`src/rtl/core/aesh_pkg.sv`:
```
// ----------------------------------------------------------------------------
// aesh_pkg
// Shared constants, types and the AES round function for the lane hash unit.
// ----------------------------------------------------------------------------
package aesh_pkg;

  localparam int unsigned INIT_ROUNDS      = 12;
  localparam int unsigned MAX_DIGEST_BYTES = 64;
  localparam int unsigned CNT_W            = $clog2(INIT_ROUNDS + 1);
  localparam int unsigned NUM_LANES        = 8;

  localparam logic [1:0] FUNC_START = 2'd0;
  localparam logic [1:0] FUNC_WORD  = 2'd1;
  localparam logic [1:0] FUNC_FIN   = 2'd2;

  localparam logic [2:0] REG_MODE = 3'd0;
  localparam logic [2:0] REG_KEY0 = 3'd1;
  localparam logic [2:0] REG_KEY1 = 3'd2;
  localparam logic [2:0] REG_KEY2 = 3'd3;
  localparam logic [2:0] REG_KEY3 = 3'd4;
  localparam logic [2:0] REG_DLEN = 3'd5;

  localparam logic [127:0] CONST_A = {64'h6279e99059372215, 64'h0d08050302010100};
  localparam logic [127:0] CONST_B = {64'hdd28b57342311120, 64'hf12fc26d55183ddb};
  localparam logic [7:0]   CTX_MARK = 8'h80;

  typedef enum logic [1:0] {
    MSG_CONST,
    MSG_BUF,
    MSG_T
  } msg_sel_e;

  typedef struct packed {
    logic     init;
    logic     word;
    logic     upd;
    msg_sel_e msg_sel;
    logic     len;
    logic     fin;
    logic     out_load;
    logic [1:0] out_k;
    logic [3:0] out_vb;
    logic     out_last;
  } aesh_cmd_t;

  typedef struct packed {
    logic       full;
    logic       wpos_nz;
    logic [6:0] dlen;
  } aesh_sts_t;

  localparam logic [7:0] SBOX [256] = '{
    8'h63,8'h7c,8'h77,8'h7b,8'hf2,8'h6b,8'h6f,8'hc5,8'h30,8'h01,8'h67,8'h2b,8'hfe,8'hd7,8'hab,8'h76,
    8'hca,8'h82,8'hc9,8'h7d,8'hfa,8'h59,8'h47,8'hf0,8'had,8'hd4,8'ha2,8'haf,8'h9c,8'ha4,8'h72,8'hc0,
    8'hb7,8'hfd,8'h93,8'h26,8'h36,8'h3f,8'hf7,8'hcc,8'h34,8'ha5,8'he5,8'hf1,8'h71,8'hd8,8'h31,8'h15,
    8'h04,8'hc7,8'h23,8'hc3,8'h18,8'h96,8'h05,8'h9a,8'h07,8'h12,8'h80,8'he2,8'heb,8'h27,8'hb2,8'h75,
    8'h09,8'h83,8'h2c,8'h1a,8'h1b,8'h6e,8'h5a,8'ha0,8'h52,8'h3b,8'hd6,8'hb3,8'h29,8'he3,8'h2f,8'h84,
    8'h53,8'hd1,8'h00,8'hed,8'h20,8'hfc,8'hb1,8'h5b,8'h6a,8'hcb,8'hbe,8'h39,8'h4a,8'h4c,8'h58,8'hcf,
    8'hd0,8'hef,8'haa,8'hfb,8'h43,8'h4d,8'h33,8'h85,8'h45,8'hf9,8'h02,8'h7f,8'h50,8'h3c,8'h9f,8'ha8,
    8'h51,8'ha3,8'h40,8'h8f,8'h92,8'h9d,8'h38,8'hf5,8'hbc,8'hb6,8'hda,8'h21,8'h10,8'hff,8'hf3,8'hd2,
    8'hcd,8'h0c,8'h13,8'hec,8'h5f,8'h97,8'h44,8'h17,8'hc4,8'ha7,8'h7e,8'h3d,8'h64,8'h5d,8'h19,8'h73,
    8'h60,8'h81,8'h4f,8'hdc,8'h22,8'h2a,8'h90,8'h88,8'h46,8'hee,8'hb8,8'h14,8'hde,8'h5e,8'h0b,8'hdb,
    8'he0,8'h32,8'h3a,8'h0a,8'h49,8'h06,8'h24,8'h5c,8'hc2,8'hd3,8'hac,8'h62,8'h91,8'h95,8'he4,8'h79,
    8'he7,8'hc8,8'h37,8'h6d,8'h8d,8'hd5,8'h4e,8'ha9,8'h6c,8'h56,8'hf4,8'hea,8'h65,8'h7a,8'hae,8'h08,
    8'hba,8'h78,8'h25,8'h2e,8'h1c,8'ha6,8'hb4,8'hc6,8'he8,8'hdd,8'h74,8'h1f,8'h4b,8'hbd,8'h8b,8'h8a,
    8'h70,8'h3e,8'hb5,8'h66,8'h48,8'h03,8'hf6,8'h0e,8'h61,8'h35,8'h57,8'hb9,8'h86,8'hc1,8'h1d,8'h9e,
    8'he1,8'hf8,8'h98,8'h11,8'h69,8'hd9,8'h8e,8'h94,8'h9b,8'h1e,8'h87,8'he9,8'hce,8'h55,8'h28,8'hdf,
    8'h8c,8'ha1,8'h89,8'h0d,8'hbf,8'he6,8'h42,8'h68,8'h41,8'h99,8'h2d,8'h0f,8'hb0,8'h54,8'hbb,8'h16
  };

  function automatic logic [7:0] xtime(logic [7:0] x);
    return {x[6:0], 1'b0} ^ (x[7] ? 8'h1b : 8'h00);
  endfunction

  function automatic logic [127:0] aes_round(logic [127:0] s, logic [127:0] rk);
    logic [7:0]   b [16];
    logic [7:0]   x0, x1, x2, x3, t;
    logic [127:0] r;
    for (int col = 0; col < 4; col++) begin
      for (int row = 0; row < 4; row++) begin
        b[row + 4 * col] = SBOX[s[8 * (row + 4 * ((col + row) % 4)) +: 8]];
      end
    end
    for (int col = 0; col < 4; col++) begin
      x0 = b[4 * col];
      x1 = b[4 * col + 1];
      x2 = b[4 * col + 2];
      x3 = b[4 * col + 3];
      t  = x0 ^ x1 ^ x2 ^ x3;
      r[32 * col      +: 8] = x0 ^ t ^ xtime(x0 ^ x1);
      r[32 * col + 8  +: 8] = x1 ^ t ^ xtime(x1 ^ x2);
      r[32 * col + 16 +: 8] = x2 ^ t ^ xtime(x2 ^ x3);
      r[32 * col + 24 +: 8] = x3 ^ t ^ xtime(x3 ^ x0);
    end
    return r ^ rk;
  endfunction

  function automatic logic [63:0] byte_mask(logic [3:0] n);
    logic [63:0] m;
    for (int j = 0; j < 8; j++) begin
      m[8 * j +: 8] = (4'(j) < n) ? 8'hff : 8'h00;
    end
    return m;
  endfunction

endpackage

```
`src/rtl/core/aesh_ctrl.sv`:
```
// ----------------------------------------------------------------------------
// aesh_ctrl
// Sequencer for start, data word and finalize items and digest transfers.
// ----------------------------------------------------------------------------
module aesh_ctrl import aesh_pkg::*; (
  input  logic       clk_i,
  input  logic       rst_ni,
  input  logic       in_valid_i,
  output logic       in_stall_o,
  input  logic [1:0] func_i,
  input  logic [3:0] byte_count_i,
  input  logic       segment_end_i,
  output logic       out_valid_o,
  input  logic       out_stall_i,
  input  aesh_sts_t  sts_i,
  output aesh_cmd_t  cmd_o
);

  typedef enum logic [2:0] {
    ST_IDLE,
    ST_IRUN,
    ST_FRUN,
    ST_SEG,
    ST_LEN,
    ST_ABS,
    ST_OUT
  } state_e;

  state_e         state_q, state_d;
  logic [CNT_W-1:0] cnt_q, cnt_d;
  logic [6:0]     rem_q, rem_d;
  logic [1:0]     k_q, k_d;
  logic           seg_q, seg_d, wrote_q, wrote_d;
  logic           ovalid_q, ovalid_d;
  logic           accept, room;
  logic [3:0]     vb;

  assign in_stall_o  = (state_q != ST_IDLE);
  assign accept      = in_valid_i && (state_q == ST_IDLE);
  assign out_valid_o = ovalid_q;
  assign room        = !ovalid_q || !out_stall_i;
  assign vb          = (rem_q >= 7'd8) ? 4'd8 : rem_q[3:0];

  always_comb begin
    state_d = state_q;
    cnt_d   = cnt_q;
    rem_d   = rem_q;
    k_d     = k_q;
    seg_d   = seg_q;
    wrote_d = wrote_q;
    ovalid_d = ovalid_q && out_stall_i;
    cmd_o = '0;
    cmd_o.msg_sel  = MSG_BUF;
    cmd_o.out_k    = k_q;
    cmd_o.out_vb   = vb;
    cmd_o.out_last = (rem_q <= 7'd8);
    case (state_q)
      ST_IDLE: begin
        if (accept) begin
          case (func_i)
            FUNC_START: begin
              cmd_o.init = 1'b1;
              cnt_d   = CNT_W'(INIT_ROUNDS - 1);
              state_d = ST_IRUN;
            end
            FUNC_WORD: begin
              cmd_o.word = 1'b1;
              seg_d   = segment_end_i;
              wrote_d = (byte_count_i != 4'd0);
              state_d = ST_SEG;
            end
            FUNC_FIN: begin
              cmd_o.fin = 1'b1;
              cnt_d   = CNT_W'(INIT_ROUNDS - 1);
              rem_d   = sts_i.dlen;
              k_d     = 2'd0;
              state_d = ST_FRUN;
            end
            default: ;
          endcase
        end
      end
      ST_IRUN, ST_FRUN: begin
        cmd_o.upd     = 1'b1;
        cmd_o.msg_sel = (state_q == ST_IRUN) ? MSG_CONST : MSG_T;
        if (cnt_q == '0) begin
          state_d = (state_q == ST_IRUN) ? ST_IDLE : ST_OUT;
        end else begin
          cnt_d = cnt_q - CNT_W'(1);
        end
      end
      ST_SEG: begin
        if (wrote_q && sts_i.full) begin
          cmd_o.upd = 1'b1;
          wrote_d   = 1'b0;
        end else if (!seg_q) begin
          state_d = ST_IDLE;
        end else if (sts_i.wpos_nz) begin
          cmd_o.upd = 1'b1;
        end else begin
          state_d = ST_LEN;
        end
      end
      ST_LEN: begin
        cmd_o.len = 1'b1;
        state_d   = ST_ABS;
      end
      ST_ABS: begin
        cmd_o.upd = 1'b1;
        state_d   = ST_IDLE;
      end
      ST_OUT: begin
        if (room) begin
          cmd_o.out_load = 1'b1;
          ovalid_d = 1'b1;
          rem_d    = rem_q - 7'(vb);
          k_d      = k_q + 2'd1;
          if (rem_q <= 7'd8) begin
            state_d = ST_IDLE;
          end else if (k_q == 2'd3) begin
            cnt_d   = '0;
            state_d = ST_FRUN;
          end
        end
      end
      default: state_d = ST_IDLE;
    endcase
  end

  always_ff @(posedge clk_i or negedge rst_ni) begin
    if (!rst_ni) begin
      state_q  <= ST_IDLE;
      cnt_q    <= '0;
      rem_q    <= '0;
      k_q      <= '0;
      seg_q    <= 1'b0;
      wrote_q  <= 1'b0;
      ovalid_q <= 1'b0;
    end else begin
      state_q  <= state_d;
      cnt_q    <= cnt_d;
      rem_q    <= rem_d;
      k_q      <= k_d;
      seg_q    <= seg_d;
      wrote_q  <= wrote_d;
      ovalid_q <= ovalid_d;
    end
  end

endmodule

```
`config.mk`:
```
export PLATFORM = sky130hd
export DESIGN_NAME = aesh_ctrl
export DESIGN_NICKNAME = d
export VERILOG_FILES = /design/src/rtl/core/aesh_pkg.sv /design/src/rtl/core/aesh_ctrl.sv
export SDC_FILE = /design/constraint.sdc
export NUM_CORES = 1
export LEC_CHECK = 0
export ABC_CLOCK_PERIOD_IN_PS = 3700
export BUFFER_PORTS_ARGS = -buffer_cell sky130_fd_sc_hd__buf_4
export CORE_MARGIN = 1.5
export CORE_UTILIZATION = 40
export DETAILED_ROUTE_END_ITERATION = 10
export REMOVE_ABC_BUFFERS = 1
export SLEW_MARGIN = 10
export SYNTH_ARGS = -nofsm -noshare
export SYNTH_HDL_FRONTEND = slang
export SYNTH_SLANG_ARGS = --single-unit
```
`constraint.sdc`:
```
create_clock -name clk_i -period 3.7 [get_ports clk_i]
set_clock_uncertainty 0.05 [all_clocks]
set_input_delay 0.74 -clock clk_i [delete_from_list [all_inputs] [get_ports clk_i]]
set_output_delay 0.74 -clock clk_i [all_outputs]
set_load 0.02 [all_outputs]
```
== Yosys cells after proc, flatten, opt, wreduce, memory -nomap -nowiden ==
Index checks and enable logic that the tools add are counted.

* Register bits: 19
* Bits of input ports: 20
* Output and inout bits: 17
* Logic and storage cells: 106

* $add $sub $neg: 3
* $lt $le $gt $ge: 2
* Eq/ne operators: 23
* Mux-type cells: 49
* Reduce and logical (&&, ||, !) cells: 22

{| class="wikitable"
|+ Operators with widths
! cell !! count
|-
| 4-bit 2-to-1 mux || 7
|-
| 3-bit 2-to-1 mux || 9
|-
| 7-bit 2-to-1 mux || 3
|-
| 2-bit inequality test, second input constant || 9
|-
| 1-bit 2-to-1 mux || 16
|-
| 3-bit case mux with 5 select lines || 1
|-
| 2-bit 2-to-1 mux || 7
|-
| 7-bit case mux with 2 select lines || 1
|-
| 7-bit AND reduction || 2
|-
| 4-bit case mux with 3 select lines || 1
|-
| 3-bit equality test, second input constant || 3
|-
| 3-bit case mux with 3 select lines || 1
|-
| 4-bit AND reduction || 2
|-
| 7-bit by 4-bit greater-or-equal comparator with 1-bit output, second input constant || 1
|-
| 7-bit by 4-bit <= comparator with 1-bit output, second input constant || 1
|-
| 7-bit by 4-bit subtractor with 7-bit output || 1
|-
| 3-bit by 2-bit equality test with 1-bit output, second input constant || 2
|-
| 3-bit inequality test, second input constant || 2
|-
| 3-bit nonzero test || 2
|-
| 2-bit equality test, second input constant || 2
|-
| 4-bit zero test || 1
|-
| 2-bit by 1-bit inequality test with 1-bit output, second input constant || 2
|-
| 4-bit by 1-bit inequality test with 1-bit output, second input constant || 1
|-
| 1-bit case mux with 2 select lines || 2
|-
| other kinds (15) || 20
|}

== Longest topological paths before layout ==
Gate-level depths: netlist of the first run.

* Word-level depth: 5
* Depth in mapped cells: 10
* Depth with buffers taken out: 10

== Least setup slack after synthesis of the first run ==
No wires, ideal clock.

* Kind: input -> output
* Start: input port sts_i[7] (netlist name)
* End: output port cmd_o[12] (netlist name)
* Data arrival time: 1309 ps
* Required time: 2910 ps
* Slack: 1601 ps
* Stages: 4
* Buffers on the path: 0
* Cell sequence: a22oi_1 -> a21oi_1 -> nand2_1 -> o21ai_0

{| class="wikitable"
|+ RTL lines
! element !! RTL line !! RTL
|-
| from (decl) || aesh_ctrl.sv:15 || <nowiki>input aesh_sts_t sts_i,</nowiki>
|-
| to (decl) || aesh_ctrl.sv:16 || <nowiki>output aesh_cmd_t cmd_o</nowiki>
|}

==> results of run 1 <==
flip-flops by register name (all words and copies together), names as in the netlist:
register / count
seg_q: 1
wrote_q: 1
k_q: 2
cnt_q: 4
rem_q: 7
out_valid_o: 1
state_q: 3
cells by family (layout without fill, tap and decap cells):
| family | after synthesis | in the layout | share of synthesized area |
|---|---|---|---|
| flops | 19 | 19 | 0.334 |
| simple gates | 56 | 56 | 0.223 |
| buf+inv | 20 | 51 | 0.0711 |
| compound gates | 53 | 53 | 0.248 |
| mux | 5 | 5 | 0.0369 |
| xor+xnor | 2 | 2 | 0.0123 |
| other cells | 2 | 2 | 0.00527 |
| fa+ha+maj | 8 | 8 | 0.0702 |
cell type report:
type	count	area share
inverters	11	0.0240
repair buffers	36	0.157
flip-flops and latches	19	0.277
clock buffers	4	0.0153
well taps	46	0.0335
multi-input cells	126	0.493
through the flow:
stage / std cells / worst slack, ns / utilization / hold slack (ns)
detailed placement: 238 / 1.29 / 0.499 / 0.467
CTS: 242 / 1.03 / 0.507 / 0.239
global placement: 238 / 1.32 / 0.499 / 0.470
floorplan: 156 / 1.58 / - / 0.394
global route: 242 / 0.857 / 0.507 / 0.234
finish: 242 / 1.03 / 0.507 / 0.234
report_power, final:
part           leakage [nW]  total, W  switching, W  internal [W]
clock network        0.0150  0.000112     0.0000696     0.0000421
logic                 0.543   0.00108      0.000605      0.000477
registers             0.232  0.000481      0.000171      0.000310
cells in the final DEF, fill, tap and decap left out, types with 3 or more instances in the layout:
| master | synthesis | routed |
|---|---|---|
| buf_4 | 2 | 36 |
| o21ai_0 | 19 | 19 |
| dfrtp_1 | 19 | 19 |
| nor2_1 | 15 | 15 |
| inv_1 | 11 | 11 |
| nand2_1 | 10 | 10 |
| ha_1 | 8 | 8 |
| a21oi_1 | 7 | 7 |
| nor3_1 | 5 | 5 |
| and3_1 | 4 | 4 |
| or3_1 | 3 | 3 |
| nand2b_1 | 3 | 3 |
| and2_1 | 3 | 3 |
| mux2i_1 | 3 | 3 |
| a22o_1 | 3 | 3 |
| o31ai_1 | 3 | 3 |
| nand3_1 | 3 | 3 |
| clkbuf_4 | 0 | 3 |
layer usage:
layer  wire, um  GRT usage
met5          0          0
met4         58     0.0806
met3        125     0.0324
met2       1590      0.300
met1       1540      0.245
critical path, cell delays in order, from the launching register on:
cell and delay [ns]:
dfrtp_1 0.74, nand3b_4 0.30, a21oi_2 0.32, buf_4 0.20
path summary, 6_finish.rpt:
path | start | end | slack [ns] | cells past startpoint
setup / recovery | state_q[1]$_DFFE_PN0P_ | cmd_o[7] | 1.03 | 3
setup reg to reg | state_q[1]$_DFFE_PN0P_ | rem_q[3]$_DFFE_PN0P_ | 1.54 | 5
hold / removal | rst_ni | cnt_q[0]$_DFFE_PN0P_ | 0.23 | 1
min in group clk_i | cnt_q[2]$_DFFE_PN0P_ | cnt_q[2]$_DFFE_PN0P_ | 0.49 | 1
max in group asynchronous | rst_ni | rem_q[6]$_DFFE_PN0P_ | 3.16 | 1
hold reg to reg | cnt_q[2]$_DFFE_PN0P_ | cnt_q[2]$_DFFE_PN0P_ | 0.49 | 1
==> results.py, run 1 <==
metrics = {
    "outcome": {
        "status": "completed",
    },
    "placed_design": {
        "placed_area_um2": 1690,
        "port_buffers": 36,
        "place_hpwl_mm": 2.48,
        "gp_congestion": 0.812,
    },
    "global_routing": {
        "grt_usage": 0.186,
        "grt_pass1_vias": 1277,
        "grt_max_degree": 20,
        "grt_first_pass_wirelength_mm": 5.92,
        "antenna_found_initial": 0,
        "grt-ovfl-total": 0,
    },
    "yosys": {
        "avgSynthCellArea_um2": 8.64,
        "postSynth.asyncResetShare": 1.00,
        "synth_ff_type": "dfrtp_1",
        "ys_top_cells_by_count": "dfrtp_1, o21ai_0, nor2_1",
        "syn_area_um2": 1430,
        "ys_types": 47,
        "synth_top_cell_by_area": "dfrtp_1",
        "yosysTopAreaCellShare": 0.334,
        "synth_warnings": 0,
        "synthTopCellsByArea": "dfrtp_1, ha_1, o21ai_0, nor2_1, inv_1",
        "yosysSeqAreaShare": 0.334,
        "ys_ff_latch": 19,
        "synth_edf_count": 0,
        "synthCells": 165,
    },
    "finish": {
        "nFillCells": 335,
        "final_layout_size_suffix_gt1_frac": 0.255,
        "nNetsFinal": 225,
        "regArea_um2": 475,
        "multiInputGateArea_um2": 848,
        "n_antenna_cell": 0,
        "syn_to_final_growth_pct": 20.6,
        "stdcell_area_um2": 1720,
    },
    "setup_path": {
        "crit_fanout": 17,
        "required_ns": 2.91,
        "arrival_ns": 1.88,
        "critPathKind": "reg2out",
        "start_kind": "flop",
        "end_kind": "output pin",
    },
    "routing": {
        "viasPerCell": 5.40,
        "antenna_left": 0,
        "wl_mm": 3.31,
        "num_vias": 1307,
        "first_iter_violations": 75,
        "drc": 0,
        "first_pass_iters": 4,
        "avgRoutedWirePerCell_um": 13.7,
    },
    "die": {
        "die_area_um2": 3930,
        "die_h_um": 62.7,
        "initial_core_util": 0.420,
        "rows": 21,
        "core_um2": 3390,
        "die_w_um": 62.7,
        "ios": 37,
    },
    "run": {
        "drv_cap": 0,
    },
    "clocking": {
        "htree_levels": 1,
        "cts_tree": "done",
        "clock_path_buffers": 2,
        "clk_latency_ns": 0.31,
        "ctsResizeCount": 0,
        "cts_hold_buf": 0,
        "clkTransAtPathRegs_ns": 0.11,
        "cts_buffers": 3,
        "cts_setup_buffers": 0,
        "clkSinkCount": 19,
        "clock-root-buffer": "clkbuf_4",
    },
    "pwr": {
        "powerDensity_nw_per_um2": 974,
        "p_leak_nw": 0.790,
        "finalPower_w": 0.00167,
        "ir_drop_mv": 0.405,
    },
    "timing": {
        "tightest_slew_ns": 0.602,
        "min_period_over_period": 0.721,
        "finalSetupViolCount": 0,
        "setup_tns_ns": 0,
        "grt_setup_unrepaired": "no",
        "fin_crit_ns": 2.67,
        "hold_violations": 0,
        "slew_violations": 0,
        "max_slew_margin": 0.598,
        "fmax_mhz": 375,
    },
    "worst_hold_path": {
        "hp-class": "in2async",
    },
}
No activity file was read; power rests on OpenSTA's default activity.
==> run 2, diff against run 1 <==
--- a/config.mk
+++ b/config.mk
@@ -5,7 +5,8 @@
 export SDC_FILE = /design/constraint.sdc
 export NUM_CORES = 1
 export LEC_CHECK = 0
-export ABC_CLOCK_PERIOD_IN_PS = 3700
+export ABC_AREA = 1
+export ABC_CLOCK_PERIOD_IN_PS = 2500
 export BUFFER_PORTS_ARGS = -buffer_cell sky130_fd_sc_hd__buf_4
 export CORE_MARGIN = 1.5
 export CORE_UTILIZATION = 40
==> constraint.sdc (replaced) <==
create_clock -name clk_i -period 2.5 [get_ports clk_i]
set_clock_uncertainty 0.05 [all_clocks]
set_input_delay 0.5 -clock clk_i [delete_from_list [all_inputs] [get_ports clk_i]]
set_output_delay 0.5 -clock clk_i [all_outputs]
set_load 0.02 [all_outputs]
==> results.py, run 2 <==
metrics = {
    "yosys": {
        "synthTopCellsByArea": "dfrtp_1, nand2_1, ha_1, nand3_1, inv_1",
        "synthCells": 221,
        "ys_top_cells_by_count": "nand2_1, inv_1, nor2_1",
        "synth_edf_count": 0,
        "synth_warnings": 0,
        "synth_ff_type": "dfrtp_1",
        "synth_top_cell_by_area": "dfrtp_1",
        "yosysTopAreaCellShare": 0.323,
        "avgSynthCellArea_um2": 6.65,
        "postSynth.asyncResetShare": 1.00,
        "yosysSeqAreaShare": 0.323,
        "syn_area_um2": 1470,
        "ys_types": 29,
        "yosysMostFrequentCell": "nand2_1",
        "ys_ff_latch": 19,
    },
    "finish": {
        "n_antenna_cell": 0,
        "syn_to_final_growth_pct": 24.3,
        "largest_reg_flops": 7,
        "final_common_cell": "nand2_1",
        "final_layout_size_suffix_gt1_frac": 0.220,
        "instances_no_fill": 305,
        "regMostFlops": "rem_q",
        "nNetsFinal": 288,
        "top_regs": "rem_q: 7 flops, cnt_q: 4 flops, state_q: 3 flops",
        "utilization": 0.531,
        "final_cell_mix": "nand2_1, buf_4, inv_1, nor2_1",
    },
    "setup_path": {
        "crit_chain": "nand2_1 > nor2_2 > o21ai_1 > o211ai_1 > buf_4",
        "start_kind": "flop",
        "crit_fanout": 8,
        "end_kind": "output pin",
        "reg2reg_slack_ns": 0.78,
        "worst_path_max_delay_cell": "dfrtp_1",
        "arrival_ns": 1.61,
        "critPathKind": "reg2out",
        "worstReg2RegStart": "state_q[1]$_DFFE_PN0P_",
        "ff2ff_path_depth": 7,
        "timing.rr.end": "rem_q[0]$_DFFE_PN0P_",
        "critPathMaxStageDelay_ns": 0.55,
        "required_ns": 1.95,
    },
    "global_routing": {
        "grt_usage": 0.179,
        "grtUsageMet1": 0.263,
        "grt_first_pass_wirelength_mm": 5.79,
        "grt-ovfl-total": 0,
        "grt_max_degree": 20,
        "use_met3": 0.0375,
        "use_met2": 0.268,
        "antenna_found_initial": 0,
        "top_usage_layer": "met2",
        "grt_pass1_vias": 1309,
    },
    "die": {
        "rows": 21,
        "die_area_um2": 4050,
        "ios": 37,
        "die_w_um": 63.6,
        "initial_core_util": 0.427,
        "core_um2": 3440,
        "die_h_um": 63.6,
    },
    "timing": {
        "hold_violations": 0,
        "fmax_mhz": 463,
        "grt_setup_unrepaired": "no",
        "hold_slack_ns": 0.0642,
        "slew_violations": 0,
        "fin_crit_ns": 2.16,
        "setup_ws_ns": 0.340,
        "finalSetupViolCount": 0,
        "min_period_over_period": 0.864,
        "setup_tns_ns": 0,
    },
    "worst_hold_path": {
        "hp-class": "in2async",
    },
    "pwr": {
        "powerDensity_nw_per_um2": 1190,
        "p_leak_nw": 1.04,
        "ir_drop_mv": 0.693,
    },
    "clocking": {
        "clock-root-buffer": "clkbuf_8",
        "htree_levels": 1,
        "clk_latency_ns": 0.25,
        "cts_tree": "done",
        "cts_buffers": 3,
        "cts_hold_buf": 0,
        "clkTransAtPathRegs_ns": 0.07,
        "clkSinkCount": 19,
        "cts_setup_buffers": 0,
        "clock_path_buffers": 2,
        "ctsResizeCount": 0,
    },
    "routing": {
        "wl_mm": 3.32,
        "first_iter_violations": 77,
        "viasPerCell": 4.65,
        "drc": 0,
        "antenna_left": 0,
        "avgRoutedWirePerCell_um": 10.9,
        "first_pass_iters": 4,
        "num_vias": 1417,
    },
    "placed_design": {
        "port_buffers": 36,
        "dp.cells": 301,
        "gp_congestion": 0.878,
        "place_ws_ns": 0.610,
        "place_hpwl_mm": 2.69,
    },
    "run": {
        "drv_cap": 0,
    },
    "outcome": {
        "status": "completed",
    },
}
-- run 2: cell count changes after synthesis, sizes merged, moves of 4 or more --
cell	change
inv	+20
nand3	+20
buf	-5
o21ai	-6
and3	-4
a21oi	-4
nor2	+10
nor3	-6
nand2	+66
-- run 2: worst max-delay path, delay by kind of cell (launching register included) --
kind / cells / cell delay, ns
flops: 1 / 0.55
simple gates: 2 / 0.42
buf+inv: 1 / 0.17
compound gates: 2 / 0.21
-- run 2: report_power, final --
group | internal, W | switching, W | leakage, nW
registers | 0.000453 | 0.000146 | 0.237
logic | 0.000503 | 0.000864 | 0.779
clock network | 0.000113 | 0.0000914 | 0.0228
-- run 2: worst max path at each step --
stage / slack (ns) / depth (start not counted) / to / startpoint
after detailed placement: 0.61 / 5 / cmd_o[12] / state_q[1]$_DFFE_PN0P_
final: 0.34 / 5 / cmd_o[12] / state_q[1]$_DFFE_PN0P_
after global placement: 0.64 / 5 / cmd_o[12] / state_q[1]$_DFFE_PN0P_
after global routing: 0.19 / 5 / cmd_o[12] / state_q[1]$_DFFE_PN0P_
after CTS: 0.32 / 5 / cmd_o[12] / state_q[1]$_DFFE_PN0P_
after floorplan: 0.70 / 5 / cmd_o[13] / state_q[1]$_DFFE_PN0P_
-- run 2: through the flow --
step / total power [W] / area [um^2]
after floorplan: 0.00157 / 1450
after CTS: 0.00219 / 1830
after detailed placement: 0.00197 / 1780
after global routing: 0.00241 / 1830
final: 0.00217 / 1830
after global placement: 0.00198 / 1780
-- run 2: kinds of logic after synthesis --
kind of cell             count (synthesis)  synth area share
adder cells (fa/ha/maj)                  8            0.0681
XOR/XNOR                                 2            0.0119
other                                    2           0.00511
flip-flops                              19             0.323
AO/OA/AOI/OAI                           25            0.0970
AND/OR/NAND/NOR                        131             0.402
buffers and inverters                   34            0.0928
-- run 2: area by class of cell --
type                            instances  area [um^2]
Fill cell                             355         1620
Timing Repair Buffer                   36          270
Sequential cell                        19          475
Clock buffer                            4         45.0
Multi-Input combinational cell        168          858
Inverter                               32          120
Tap cell                               46         57.6
-- run 2: per-layer routing --
| metal | wire [um] | part of all wire |
|---|---|---|
| met5 | 0 | 0 |
| met4 | 23 | 0.0069 |
| met2 | 1410 | 0.42 |
| met3 | 140 | 0.042 |
| met1 | 1750 | 0.53 |
==> run 3, diff against run 2 <==
--- a/config.mk
+++ b/config.mk
@@ -8,7 +8,7 @@
 export ABC_AREA = 1
 export ABC_CLOCK_PERIOD_IN_PS = 2500
 export BUFFER_PORTS_ARGS = -buffer_cell sky130_fd_sc_hd__buf_4
-export CORE_MARGIN = 1.5
+export CORE_MARGIN = 2
 export CORE_UTILIZATION = 40
 export DETAILED_ROUTE_END_ITERATION = 10
 export REMOVE_ABC_BUFFERS = 1
@@ -16,3 +16,4 @@
 export SYNTH_ARGS = -nofsm -noshare
 export SYNTH_HDL_FRONTEND = slang
 export SYNTH_SLANG_ARGS = --single-unit
+export TNS_END_PERCENT = 30
==> results.py, run 3 (synthesis results as in run 2) <==
metrics = {
    "finish": {
        "largest_reg_flops": 7,
        "nNetsFinal": 288,
        "syn_to_final_growth_pct": 24.5,
        "regMostFlops": "rem_q",
        "final_layout_size_suffix_gt1_frac": 0.224,
        "final_common_cell": "nand2_1",
        "n_antenna_cell": 0,
        "instances_no_fill": 307,
        "final_cell_mix": "nand2_1, buf_4, inv_1, nor2_1",
        "top_regs": "rem_q: 7 flops, cnt_q: 4 flops, state_q: 3 flops",
        "stdcell_area_um2": 1830,
    },
    "routing": {
        "wl_mm": 3.38,
        "first_iter_violations": 59,
        "num_vias": 1435,
        "antenna_left": 0,
        "avgRoutedWirePerCell_um": 11.0,
        "first_pass_iters": 4,
        "drc": 0,
        "viasPerCell": 4.67,
    },
    "setup_path": {
        "timing.rr.end": "rem_q[0]$_DFFE_PN0P_",
        "arrival_ns": 1.61,
        "crit_end": "cmd_o[12]",
        "crit_fanout": 8,
        "crit_path_start": "state_q[1]$_DFFE_PN0P_",
        "reg2reg_slack_ns": 0.78,
        "required_ns": 1.95,
        "critPathKind": "reg2out",
        "start_kind": "flop",
        "ff2ff_path_depth": 7,
        "worstReg2RegStart": "state_q[1]$_DFFE_PN0P_",
        "end_kind": "output pin",
    },
    "timing": {
        "slew_violations": 0,
        "finalSetupViolCount": 0,
        "fin_crit_ns": 2.16,
        "setup_tns_ns": 0,
        "fmax_mhz": 462,
        "hold_violations": 0,
        "min_period_over_period": 0.866,
        "grt_setup_unrepaired": "no",
    },
    "global_routing": {
        "grt_max_degree": 20,
        "use_met3": 0.0382,
        "grt_pass1_vias": 1334,
        "grt-ovfl-total": 0,
        "top_usage_layer": "met2",
        "grt_usage": 0.175,
        "use_met2": 0.281,
        "grtUsageMet1": 0.247,
        "grt_first_pass_wirelength_mm": 5.84,
        "antenna_found_initial": 0,
    },
    "clocking": {
        "clkSinkCount": 19,
        "cts_setup_buffers": 0,
        "clk_latency_ns": 0.25,
        "cts_buffers": 3,
        "cts_hold_buf": 0,
        "clkTransAtPathRegs_ns": 0.07,
        "htree_levels": 1,
        "ctsResizeCount": 0,
        "clock_path_buffers": 2,
        "cts_tree": "done",
        "clock-root-buffer": "clkbuf_8",
    },
    "outcome": {
        "status": "completed",
    },
    "die": {
        "die_h_um": 64.6,
        "core_um2": 3610,
        "ios": 37,
        "die_w_um": 64.6,
        "initial_core_util": 0.408,
        "die_area_um2": 4180,
        "rows": 22,
    },
    "placed_design": {
        "port_buffers": 36,
        "placed_area_um2": 1780,
        "dp.cells": 303,
        "place_hpwl_mm": 2.78,
        "gp_congestion": 0.889,
    },
    "pwr": {
        "powerDensity_nw_per_um2": 1190,
        "ir_drop_mv": 0.630,
        "p_leak_nw": 1.04,
    },
    "run": {
        "drv_cap": 0,
    },
    "worst_hold_path": {
        "hp-class": "in2async",
    },
}
run 3: changes by cell type in the layout (fill, tap and decap cells not counted):
cell	previous run	this run
clkbuf_1	1	0
clkinv_2	0	1
run 3: final cells by class:
| type | count | area (um^2) |
|---|---|---|
| Tap cell | 48 | 60.1 |
| Clock buffer | 3 | 41.3 |
| Multi-Input combinational cell | 168 | 858 |
| Inverter | 32 | 120 |
| Clock inverter | 1 | 5.00 |
| Timing Repair Buffer | 36 | 270 |
| Sequential cell | 19 | 475 |
| Fill cell | 386 | 1780 |
run 3: how the worst min path moves through the flow:
stage                                      end
after floorplan           cnt_q[0]$_DFFE_PN0P_
after global placement    cnt_q[2]$_DFFE_PN0P_
after detailed placement  cnt_q[2]$_DFFE_PN0P_
after CTS                 cnt_q[2]$_DFFE_PN0P_
after global routing      cnt_q[3]$_DFFE_PN0P_
final                     cnt_q[2]$_DFFE_PN0P_
run 3: where the power goes:
| group | internal [W] | switching (W) |
|---|---|---|
| Clock | 0.000111 | 0.000101 |
| Sequential | 0.000453 | 0.000147 |
| Combinational | 0.000503 | 0.000861 |
run 3: through the flow:
| step | utilization | setup WS [ns] | hold WS (ns) | total power [W] |
|---|---|---|---|---|
| after floorplan | - | 0.701 | 0.154 | 0.00157 |
| after global placement | 0.495 | 0.645 | 0.341 | 0.00198 |
| after detailed placement | 0.495 | 0.624 | 0.340 | 0.00197 |
| after CTS | 0.508 | 0.333 | 0.0629 | 0.00220 |
| after global routing | 0.508 | 0.224 | 0.0656 | 0.00241 |
| final | 0.508 | 0.335 | 0.0540 | 0.00217 |
run 3: metal layers:
layer / routed length, um / vias up
li1: - / 771
met1: 1730 / 636
met2: 1530 / 28
met3: 118 / 0
met4: 0 / 0
met5: 0 / -
run 3: critical path, stage by stage (launching register included):
cell      delay [ns]
dfrtp_1         0.55
nand2_1         0.21
nor2_2          0.19
o21ai_1         0.12
o211ai_1        0.11
buf_4           0.17
